$ cat src/rtl/abal_pkg.sv
// Block allocator package: table size, field widths, mark codes, sequencer
// states and the result struct. No dependencies.
package abal_pkg;

   localparam int NUM_BLOCKS = 1024;
   localparam int ADDR_W     = $clog2(NUM_BLOCKS);
   localparam int PTR_W      = ADDR_W + 1;
   localparam int END_W      = ADDR_W + 2;
   localparam int COUNT_W    = 11;
   localparam int SLOT_W     = 10;
   localparam int MARK_W     = 2;

   localparam logic ACT_ALLOC   = 1'b0;
   localparam logic ACT_RELEASE = 1'b1;

   typedef enum logic [MARK_W-1:0] {
      MARK_FREE = 2'd0,
      MARK_HEAD = 2'd1,
      MARK_CONT = 2'd2
   } mark_type;

   typedef enum logic [3:0] {
      ST_CLEAR,
      ST_IDLE,
      ST_AREAD,
      ST_ACHECK,
      ST_MARK,
      ST_RWRITE,
      ST_RREAD,
      ST_RCHECK,
      ST_DONE
   } state_type;

   typedef struct packed {
      logic [SLOT_W-1:0] slot;
      logic              ok;
   } rsp_type;

endpackage

$ cat src/rtl/abal_req_if.sv
// Request channel: valid/ready handshake with action, block count and slot.
// Depends on abal_pkg.
interface abal_req_if import abal_pkg::*; ();
   logic               valid;
   logic               ready;
   logic               action;
   logic [COUNT_W-1:0] block_count;
   logic [SLOT_W-1:0]  slot_index;

   modport source (output valid, action, block_count, slot_index, input ready);
   modport sink   (input valid, action, block_count, slot_index, output ready);
endinterface

$ cat src/rtl/abal_rsp_if.sv
// Response channel: valid/ready handshake with allocated slot and ok flag.
// Depends on abal_pkg.
interface abal_rsp_if import abal_pkg::*; ();
   logic              valid;
   logic              ready;
   logic [SLOT_W-1:0] slot;
   logic              ok;

   modport source (output valid, slot, ok, input ready);
   modport sink   (input valid, slot, ok, output ready);
endinterface

$ cat src/rtl/abal_ram.sv
// Generic single-write, single-read synchronous RAM with registered read data.
// No dependencies.
module abal_ram #(
   parameter int DEPTH = 1024,
   parameter int WIDTH = 2
) (
   input  logic                     clock,
   input  logic                     wr_en,
   input  logic [$clog2(DEPTH)-1:0] wr_addr,
   input  logic [WIDTH-1:0]         wr_data,
   input  logic                     rd_en,
   input  logic [$clog2(DEPTH)-1:0] rd_addr,
   output logic [WIDTH-1:0]         rd_data
);

   logic [WIDTH-1:0] mem_ff [DEPTH];
   logic [WIDTH-1:0] rd_data_ff;

   always_ff @(posedge clock) begin
      if (wr_en) begin
         mem_ff[wr_addr] <= wr_data;
      end
      if (rd_en) begin
         rd_data_ff <= mem_ff[rd_addr];
      end
   end

   assign rd_data = rd_data_ff;

endmodule

$ cat src/rtl/abal_rsp_stage.sv
// Response holding register between the sequencer and the response channel.
// Depends on abal_pkg and abal_rsp_if.
module abal_rsp_stage import abal_pkg::*; (
   input  logic    clock,
   input  logic    reset,
   input  logic    push,
   input  rsp_type result,
   output logic    out_free,
   abal_rsp_if.source rsp
);

   logic    valid_ff, valid_in;
   rsp_type data_ff, data_in;

   always_comb begin
      out_free = !valid_ff || rsp.ready;
      valid_in = valid_ff;
      data_in  = data_ff;
      if (rsp.ready) begin
         valid_in = 1'b0;
      end
      if (push) begin
         valid_in = 1'b1;
         data_in  = result;
      end
   end

   always_ff @(posedge clock) begin
      if (reset) begin
         valid_ff <= 1'b0;
      end else begin
         valid_ff <= valid_in;
      end
      data_ff <= data_in;
   end

   assign rsp.valid = valid_ff;
   assign rsp.slot  = data_ff.slot;
   assign rsp.ok    = data_ff.ok;

endmodule

$ cat src/rtl/abal_ctrl.sv
// Allocation sequencer: clears the mark table, scans candidates, marks runs
// and frees runs through the mark RAM. Depends on abal_pkg and abal_req_if.
module abal_ctrl import abal_pkg::*; (
   input  logic               clock,
   input  logic               reset,
   input  logic               mode,
   abal_req_if.sink           req,
   output logic               push,
   output rsp_type            result,
   input  logic               out_free,
   output logic               wr_en,
   output logic [ADDR_W-1:0]  wr_addr,
   output logic [MARK_W-1:0]  wr_data,
   output logic               rd_en,
   output logic [ADDR_W-1:0]  rd_addr,
   input  logic [MARK_W-1:0]  rd_data
);

   localparam logic [END_W-1:0] NUM_END   = END_W'(NUM_BLOCKS);
   localparam logic [PTR_W-1:0] HALF_PTR  = PTR_W'(NUM_BLOCKS / 2);
   localparam logic [PTR_W-1:0] LAST_PTR  = PTR_W'(NUM_BLOCKS - 1);

   state_type          state_ff, state_in;
   logic [PTR_W-1:0]   ptr_ff, ptr_in;
   logic [PTR_W-1:0]   cand_ff, cand_in;
   logic [COUNT_W-1:0] count_ff, count_in;
   logic [SLOT_W-1:0]  slot_ff, slot_in;
   logic               ok_ff, ok_in;

   logic [PTR_W-1:0]   start;
   logic [END_W-1:0]   start_end;
   logic [END_W-1:0]   cand_end;
   logic [END_W-1:0]   ptr_next;
   mark_type           rd_mark;

   assign start     = mode ? HALF_PTR : '0;
   assign start_end = END_W'(start) + END_W'(req.block_count);
   assign cand_end  = END_W'(cand_ff) + END_W'(count_ff);
   assign ptr_next  = END_W'(ptr_ff) + END_W'(1);
   assign rd_mark   = mark_type'(rd_data);
   assign result    = '{slot: slot_ff, ok: ok_ff};

   always_comb begin
      state_in  = state_ff;
      ptr_in    = ptr_ff;
      cand_in   = cand_ff;
      count_in  = count_ff;
      slot_in   = slot_ff;
      ok_in     = ok_ff;
      req.ready = 1'b0;
      push      = 1'b0;
      wr_en     = 1'b0;
      wr_addr   = ptr_ff[ADDR_W-1:0];
      wr_data   = MARK_FREE;
      rd_en     = 1'b0;
      rd_addr   = ptr_ff[ADDR_W-1:0];
      case (state_ff)
         ST_CLEAR: begin
            wr_en  = 1'b1;
            ptr_in = ptr_next[PTR_W-1:0];
            if (ptr_ff == LAST_PTR) begin
               ptr_in   = '0;
               state_in = ST_IDLE;
            end
         end
         ST_IDLE: begin
            req.ready = 1'b1;
            if (req.valid) begin
               slot_in  = '0;
               ok_in    = 1'b1;
               count_in = req.block_count;
               if (req.action == ACT_ALLOC) begin
                  ok_in   = 1'b0;
                  cand_in = start;
                  ptr_in  = start;
                  if (req.block_count == '0 || start_end > NUM_END) begin
                     state_in = ST_DONE;
                  end else begin
                     state_in = ST_AREAD;
                  end
               end else begin
                  ptr_in = PTR_W'(req.slot_index);
                  if (END_W'(req.slot_index) >= NUM_END) begin
                     state_in = ST_DONE;
                  end else begin
                     state_in = ST_RWRITE;
                  end
               end
            end
         end
         ST_AREAD: begin
            rd_en    = 1'b1;
            state_in = ST_ACHECK;
         end
         ST_ACHECK: begin
            if (rd_mark != MARK_FREE) begin
               cand_in = cand_end[PTR_W-1:0];
               ptr_in  = cand_end[PTR_W-1:0];
               if (cand_end + END_W'(count_ff) > NUM_END) begin
                  state_in = ST_DONE;
               end else begin
                  state_in = ST_AREAD;
               end
            end else if (ptr_next == cand_end) begin
               ptr_in   = cand_ff;
               state_in = ST_MARK;
            end else begin
               ptr_in   = ptr_next[PTR_W-1:0];
               state_in = ST_AREAD;
            end
         end
         ST_MARK: begin
            wr_en   = 1'b1;
            wr_data = (ptr_ff == cand_ff) ? MARK_HEAD : MARK_CONT;
            ptr_in  = ptr_next[PTR_W-1:0];
            if (ptr_next == cand_end) begin
               slot_in  = cand_ff[SLOT_W-1:0];
               ok_in    = 1'b1;
               state_in = ST_DONE;
            end
         end
         ST_RWRITE: begin
            wr_en  = 1'b1;
            ptr_in = ptr_next[PTR_W-1:0];
            if (ptr_next >= NUM_END) begin
               state_in = ST_DONE;
            end else begin
               state_in = ST_RREAD;
            end
         end
         ST_RREAD: begin
            rd_en    = 1'b1;
            state_in = ST_RCHECK;
         end
         ST_RCHECK: begin
            if (rd_mark == MARK_CONT) begin
               wr_en  = 1'b1;
               ptr_in = ptr_next[PTR_W-1:0];
               if (ptr_next >= NUM_END) begin
                  state_in = ST_DONE;
               end else begin
                  state_in = ST_RREAD;
               end
            end else begin
               state_in = ST_DONE;
            end
         end
         ST_DONE: begin
            if (out_free) begin
               push     = 1'b1;
               state_in = ST_IDLE;
            end
         end
         default: begin
            state_in = ST_IDLE;
         end
      endcase
   end

   always_ff @(posedge clock) begin
      if (reset) begin
         state_ff <= ST_CLEAR;
         ptr_ff   <= '0;
      end else begin
         state_ff <= state_in;
         ptr_ff   <= ptr_in;
      end
      cand_ff  <= cand_in;
      count_ff <= count_in;
      slot_ff  <= slot_in;
      ok_ff    <= ok_in;
   end

   a_acheck_after_read: assert property (@(posedge clock) disable iff (reset)
      state_ff == ST_ACHECK |-> $past(state_ff) == ST_AREAD)
      else $error("mark check without a preceding read");

   a_rcheck_after_read: assert property (@(posedge clock) disable iff (reset)
      state_ff == ST_RCHECK |-> $past(state_ff) == ST_RREAD)
      else $error("release check without a preceding read");

   a_mark_in_run: assert property (@(posedge clock) disable iff (reset)
      state_ff == ST_MARK |-> ptr_ff >= cand_ff && END_W'(ptr_ff) < cand_end)
      else $error("mark write outside the chosen run");

   a_run_in_table: assert property (@(posedge clock) disable iff (reset)
      (state_ff == ST_ACHECK || state_ff == ST_MARK) |-> cand_end <= NUM_END)
      else $error("candidate run passes the table end");

endmodule

$ cat src/rtl/aligned_block_allocator_top.sv
// Aligned block allocator: first-fit, size-aligned allocation over a
// 1024-entry mark table held in a synchronous RAM; one request at a time.
// After reset the table is cleared one entry per cycle, with req_chan.ready
// low. An allocate reads each table entry it tests through the single RAM
// read port (RAM read, then check) and then writes a mark for each block of
// the run. A release frees the head entry, then reads and frees each
// following continued block in turn. The response sits in an output
// register, so the next request is taken while it waits.
// Depends on abal_pkg, abal_req_if, abal_rsp_if, abal_ram, abal_ctrl,
// abal_rsp_stage.
module aligned_block_allocator_top import abal_pkg::*; (
   input  logic       clock,
   input  logic       reset,
   input  logic       csr_write_enable,
   input  logic       csr_write_data,
   abal_req_if.sink   req_chan,
   abal_rsp_if.source rsp_chan
);

   logic              mode_ff, mode_in;
   logic              push;
   logic              out_free;
   rsp_type           result;
   logic              wr_en;
   logic [ADDR_W-1:0] wr_addr;
   logic [MARK_W-1:0] wr_data;
   logic              rd_en;
   logic [ADDR_W-1:0] rd_addr;
   logic [MARK_W-1:0] rd_data;

   assign mode_in = csr_write_enable ? csr_write_data : mode_ff;

   always_ff @(posedge clock) begin
      if (reset) begin
         mode_ff <= 1'b0;
      end else begin
         mode_ff <= mode_in;
      end
   end

   abal_ctrl u_ctrl (
      .clock    (clock),
      .reset    (reset),
      .mode     (mode_ff),
      .req      (req_chan),
      .push     (push),
      .result   (result),
      .out_free (out_free),
      .wr_en    (wr_en),
      .wr_addr  (wr_addr),
      .wr_data  (wr_data),
      .rd_en    (rd_en),
      .rd_addr  (rd_addr),
      .rd_data  (rd_data)
   );

   abal_ram #(
      .DEPTH (NUM_BLOCKS),
      .WIDTH (MARK_W)
   ) u_marks (
      .clock   (clock),
      .wr_en   (wr_en),
      .wr_addr (wr_addr),
      .wr_data (wr_data),
      .rd_en   (rd_en),
      .rd_addr (rd_addr),
      .rd_data (rd_data)
   );

   abal_rsp_stage u_rsp (
      .clock    (clock),
      .reset    (reset),
      .push     (push),
      .result   (result),
      .out_free (out_free),
      .rsp      (rsp_chan)
   );

endmodule

$ cat src/flat_wrapper.sv
// flat-port wrapper written by rule: the top's interface ports become plain ports
module aligned_block_allocator_top_flat import abal_pkg::*;
  (clock, reset, csr_write_enable, csr_write_data, req_chan_valid, req_chan_action, req_chan_block_count, req_chan_slot_index, req_chan_ready, rsp_chan_valid, rsp_chan_slot, rsp_chan_ok, rsp_chan_ready);
  abal_req_if req_chan_i ();
  abal_rsp_if rsp_chan_i ();
  input  logic clock;
  input  logic reset;
  input  logic csr_write_enable;
  input  logic csr_write_data;
  input wire logic [$bits(req_chan_i.valid)-1:0] req_chan_valid;
  input wire logic [$bits(req_chan_i.action)-1:0] req_chan_action;
  input wire logic [$bits(req_chan_i.block_count)-1:0] req_chan_block_count;
  input wire logic [$bits(req_chan_i.slot_index)-1:0] req_chan_slot_index;
  output wire logic [$bits(req_chan_i.ready)-1:0] req_chan_ready;
  output wire logic [$bits(rsp_chan_i.valid)-1:0] rsp_chan_valid;
  output wire logic [$bits(rsp_chan_i.slot)-1:0] rsp_chan_slot;
  output wire logic [$bits(rsp_chan_i.ok)-1:0] rsp_chan_ok;
  input wire logic [$bits(rsp_chan_i.ready)-1:0] rsp_chan_ready;
  assign req_chan_i.valid = req_chan_valid;
  assign req_chan_i.action = req_chan_action;
  assign req_chan_i.block_count = req_chan_block_count;
  assign req_chan_i.slot_index = req_chan_slot_index;
  assign req_chan_ready = req_chan_i.ready;
  assign rsp_chan_valid = rsp_chan_i.valid;
  assign rsp_chan_slot = rsp_chan_i.slot;
  assign rsp_chan_ok = rsp_chan_i.ok;
  assign rsp_chan_i.ready = rsp_chan_ready;
  aligned_block_allocator_top u_core (.clock(clock), .reset(reset), .csr_write_enable(csr_write_enable), .csr_write_data(csr_write_data), .req_chan(req_chan_i), .rsp_chan(rsp_chan_i));
endmodule
$ cat config.mk
export PLATFORM = sky130hd
export DESIGN_NAME = aligned_block_allocator_top_flat
export DESIGN_NICKNAME = d
export VERILOG_FILES = /design/src/rtl/abal_pkg.sv /design/src/rtl/abal_req_if.sv /design/src/rtl/abal_rsp_if.sv /design/src/rtl/abal_ram.sv /design/src/rtl/abal_rsp_stage.sv /design/src/rtl/abal_ctrl.sv /design/src/rtl/aligned_block_allocator_top.sv /design/src/flat_wrapper.sv
export SDC_FILE = /design/constraint.sdc
export NUM_CORES = 2
export LEC_CHECK = 0
export BUFFER_PORTS_ARGS = -buffer_cell sky130_fd_sc_hd__buf_4
export CORE_AREA = 2 2 540 542
export CTS_CLUSTER_DIAMETER = 200
export CTS_CLUSTER_SIZE = 16
export DETAILED_ROUTE_END_ITERATION = 12
export DIE_AREA = 0 0 542 544
export SYNTH_ARGS = -nofsm -noshare
export SYNTH_HDL_FRONTEND = slang
export SYNTH_SLANG_ARGS = --single-unit
$ cat constraint.sdc
create_clock -name clock -period 105.3 [get_ports clock]
set_input_delay 21.06 -clock clock [delete_from_list [all_inputs] [get_ports clock]]
set_output_delay 21.06 -clock clock [all_outputs]
set_load 0.02 [all_outputs]
==> metrics.md <==
| Metric | Value |
|---|---|
| Status | `completed` |
| Die area | `slightly below 0.3 mm²` |
| Fraction of layout cells with a size suffix above 1 | `0.179` |
| Cell Pwr Density | `about 16 mW/mm²` |
| Critical path capture point type | `output port` |
| WL final | `roughly 230000 µm` |
| Die X | `roughly 540 µm` |
| Post-CTS sizing | `0` |
| Max Clock Skew | `0.0434 ns` |
| Leakage | `31.0 nW` |
| Netlist cell types | `82` |
| Final critical-path required period | `about 23 ns` |
| Critical Path Source Type | `register` |
| Reg2reg start | `u_core.u_ctrl.ptr_ff[1]$_SDFFE_PP0P_` |
| CTS root buf | `clkbuf_16` |
| Synth Warn # | `0` |
| Busiest grt layer | `met2` |
| Worst-path maximum fanout | `11` |
| FF-to-FF setup slack | `roughly 100 ns` |
| Worst reg-to-reg path cell count | `12` |
| # nets final | `just under 5000` |
| Cell depth of the worst hold path | `0` |
| CTS tree | `built` |
| Total track usage | `0.153` |
| Synthesized Nets | `roughly 5000` |
| Via/cell ratio | `between 5 and 6` |
| Worst hold-check path type | `reg2reg` |
| Ys flop type | `edfxtp_1` |
| Antenna fix cells | `0` |
| Worst Path Required | `roughly 84 ns` |
| Async SR Flop Fraction | `0` |
| Top Ports | `between 40 and 50` |
| Cts hold-fix bufs | `0` |
| Routed vias | `about 46000` |
| Number of max-cap violations | `0` |
| H-tree depth | `4` |
| Global-route wire length before repair | `between 300000 and 400000 µm` |
| Clock Pin Slew Worst Setup and Hold Paths | `about 0.09 ns` |
| Standard-cell row count | `about 200` |
| Final period util | `0.221` |
| Highest clock rate | `0.0430 GHz` |
| Cts bufs inserted | `between 100 and 150` |
| Synth top area share | `0.729` |
| Drt pass-1 iters | `6` |
| Initial antenna violation count | `8` |
| Detailed placer's ending HPWL | `~120000 µm` |
| Post-synth EDFFs | `roughly 2100` |
| Port buffer count | `40` |
| Drt first-iter violations | `~6300` |
| Starting density of the core | `0.298` |
| Chip height | `about 540 µm` |
| Slew headroom | `0.149` |
| Post-CTS setup repair buffer count | `0` |
| Worst hold start | `u_core.u_ctrl.slot_ff[3]$_SDFFCE_PN0P_` |
| Dominant cell type by area after synthesis | `edfxtp_1` |
| Critical path type | `reg2out` |
| Peak supply drop | `about 0.012 mV` |
| Met2 Resource Use GR | `0.246` |
| Yosys reg bits | `2111` |
| Largest net degree at the start of global routing | `249` |
| Max-slew violations | `0` |
| Core ar. | `just under 0.3 mm²` |
| Hold Path Sink | `u_core.u_rsp.rsp.slot[3]$_DFFE_PP_` |
| Fin. Hold Viols | `0` |
| Setup TNS | `0 ns` |
| Setup violators final | `0` |
| Slew @ Worst Pin | `between 1 and 1.5 ns` |
| Number of global-route vias before repair | `46900` |
| CP arrival | `roughly 2.2 ns` |
| Synthesized area per cell | `17.6 µm²` |
| M1 GR Usage | `0.216` |
| Min Hold Slack | `~0.42 ns` |
| Clk sinks | `around 2100` |
| RSZ-0062 raised after global routing | `no` |
| Syn Inst Count | `4909` |
| Mapped Area | `0.0863 mm²` |
| Clk Latency, worst-skew pair | `about 0.82 ns` |
| Area contributors post-synth | `edfxtp_1 (73%), mux4_2 (14%), nor2_1 (4.6%)` |
| Syn-to-layout area delta | `9.75%` |
| # fillers | `about 27000` |
| WL/cell | `about 27 µm` |
| Reg-to-reg endpoint | `u_core.u_marks.rd_data[1]$_DFFE_PP_` |
| Antenna Violating Nets Remaining | `0` |
| Post-route DRC | `0` |
| Clock Path Buffers | `3` |
| GR met3 Demand/Resource | `0.0281` |
| Seq/Total Area, Yosys | `0.733` |
| Total grt overflow | `0` |
| Routability cong. | `0.837` |
[synth_stat cells (3+ instances only)]
library cell / count
nor4_1: 4
a21oi_1: 27
nor2_1: 1068
mux4_2: 518
o221ai_1: 4
o22ai_1: 3
mux2i_1: 3
o21ai_0: 34
a211o_1: 3
buf_6: 3
nand2_1: 102
a211oi_1: 6
a221o_1: 5
nand3_1: 11
nor2b_1: 7
a22oi_1: 202
clkbuf_1: 305
inv_1: 20
a41oi_1: 3
buf_4: 9
o21ai_1: 8
a221oi_1: 38
ha_1: 28
and2_1: 14
or3_1: 4
a22o_1: 28
xnor2_1: 27
xnor3_1: 5
a31oi_1: 14
buf_2: 68
dfxtp_1: 17
o211ai_1: 19
a21o_1: 6
xor2_1: 14
nor3b_1: 7
nand4_1: 67
edfxtp_1: 2094
and3_1: 18
buf_1: 24
nand2b_1: 6
nor3_1: 19
[registers in the layout, summed over array words and instances, names as in the netlist, 2 cells and up]
name	count
u_core.u_marks.mem_ff	2048
u_core.u_ctrl.cand_ff	11
u_core.u_ctrl.count_ff	11
u_core.u_ctrl.ptr_ff	11
u_core.u_ctrl.slot_ff	10
u_core.u_rsp.rsp.slot	10
u_core.u_ctrl.state_ff	4
u_core.u_marks.rd_data	2
[kinds of logic (layout without fill, tap and decap cells)]
logic type | after synthesis | in the layout | synth area share
AO/OA/AOI/OAI | 426 | 426 | 0.0369
XOR/XNOR | 48 | 48 | 0.00593
adder cells (fa/ha/maj) | 30 | 30 | 0.00453
buffers and inverters | 430 | 302 | 0.0203
flip-flops | 2111 | 2111 | 0.733
multiplexers | 522 | 522 | 0.136
AND/OR/NAND/NOR | 1342 | 1342 | 0.0637
[cells in the final DEF, fill, tap and decap left out, types with 12 or more instances in the layout]
| master | instances |
|---|---|
| clkbuf_1 | 12 |
| a22o_1 | 28 |
| nor3_1 | 15 |
| nor2_1 | 1066 |
| mux4_2 | 518 |
| a31oi_1 | 14 |
| dfxtp_1 | 13 |
| nand2_1 | 71 |
| a221oi_1 | 38 |
| o21ai_0 | 34 |
| edfxtp_1 | 2094 |
| a22oi_1 | 202 |
| inv_1 | 20 |
| a21oi_1 | 27 |
| xor2_1 | 14 |
| and3_1 | 16 |
| buf_4 | 94 |
| and2_1 | 14 |
| xnor2_1 | 27 |
| nand4_1 | 67 |
| buf_12 | 12 |
| clkbuf_16 | 151 |
| ha_1 | 28 |
| nand2_4 | 31 |
| o211ai_1 | 19 |
[area by class of cell]
type,count,area (µm²),area share
inverter,21,78.8,0.000833
multi-input combinational,2368,21600,0.228
clock inverter,12,221,0.00234
tap,3800,4750,0.0502
timing repair buffer,106,946,0.00999
clock buffer,163,3820,0.0404
sequential,2111,63200,0.668
[report_power, final]
| part | switching [mW] | total [mW] | internal, mW |
|---|---|---|---|
| clock network | 0.281 | 0.540 | 0.259 |
| registers | 0.00143 | 0.910 | 0.908 |
| logic | 0.0323 | 0.0514 | 0.0191 |
[worst max-delay path, stage by stage (launching register included)]
cell	delay [ns]
dfxtp_1	0.48
inv_1	0.23
nor2_1	0.24
nand2_1	0.14
inv_1	0.12
buf_4	0.15
[how the worst max path moves through the flow]
stage / startpoint / endpoint / slack (ns) / cells past startpoint
final: u_core.u_ctrl.state_ff[0]$_SDFFE_PP0P_ / req_chan_ready / 82.05 / 5
after global routing: u_core.u_ctrl.state_ff[0]$_SDFFE_PP0P_ / req_chan_ready / 81.87 / 5
after CTS: u_core.u_ctrl.state_ff[0]$_SDFFE_PP0P_ / req_chan_ready / 82.02 / 5
after detailed placement: req_chan_valid / u_core.u_ctrl.ptr_ff[9]$_SDFFE_PP0P_ / 82.33 / 6
after global placement: req_chan_valid / u_core.u_ctrl.ptr_ff[9]$_SDFFE_PP0P_ / 82.35 / 6
after floorplan: u_core.u_ctrl.ptr_ff[0]$_SDFFE_PP0P_ / u_core.u_marks.mem_ff[0][0]$_DFFE_PP_ / 38.88 / 9
[per-stage QoR]
stage / utilization / worst slack, ns / total power, mW / std cells / instance area, µm²
global route: 0.327 / 81.87 / 1.54 / 8581 / 94700
floorplan: - / 38.88 / 0.964 / 4909 / 86300
detailed placement: 0.313 / 82.33 / 0.981 / 8406 / 90600
CTS: 0.327 / 82.02 / 1.51 / 8581 / 94700
finish: 0.327 / 82.05 / 1.50 / 8581 / 94700
global placement: 0.313 / 82.35 / 0.981 / 8406 / 90600
[metal layers]
layer,part of all wire,vias to the layer above
met5,0.000056,-
met4,0.020,2
met3,0.088,301
met2,0.47,2235
met1,0.42,24800
li1,-,19000
No activity file was read; power rests on OpenSTA's default activity.
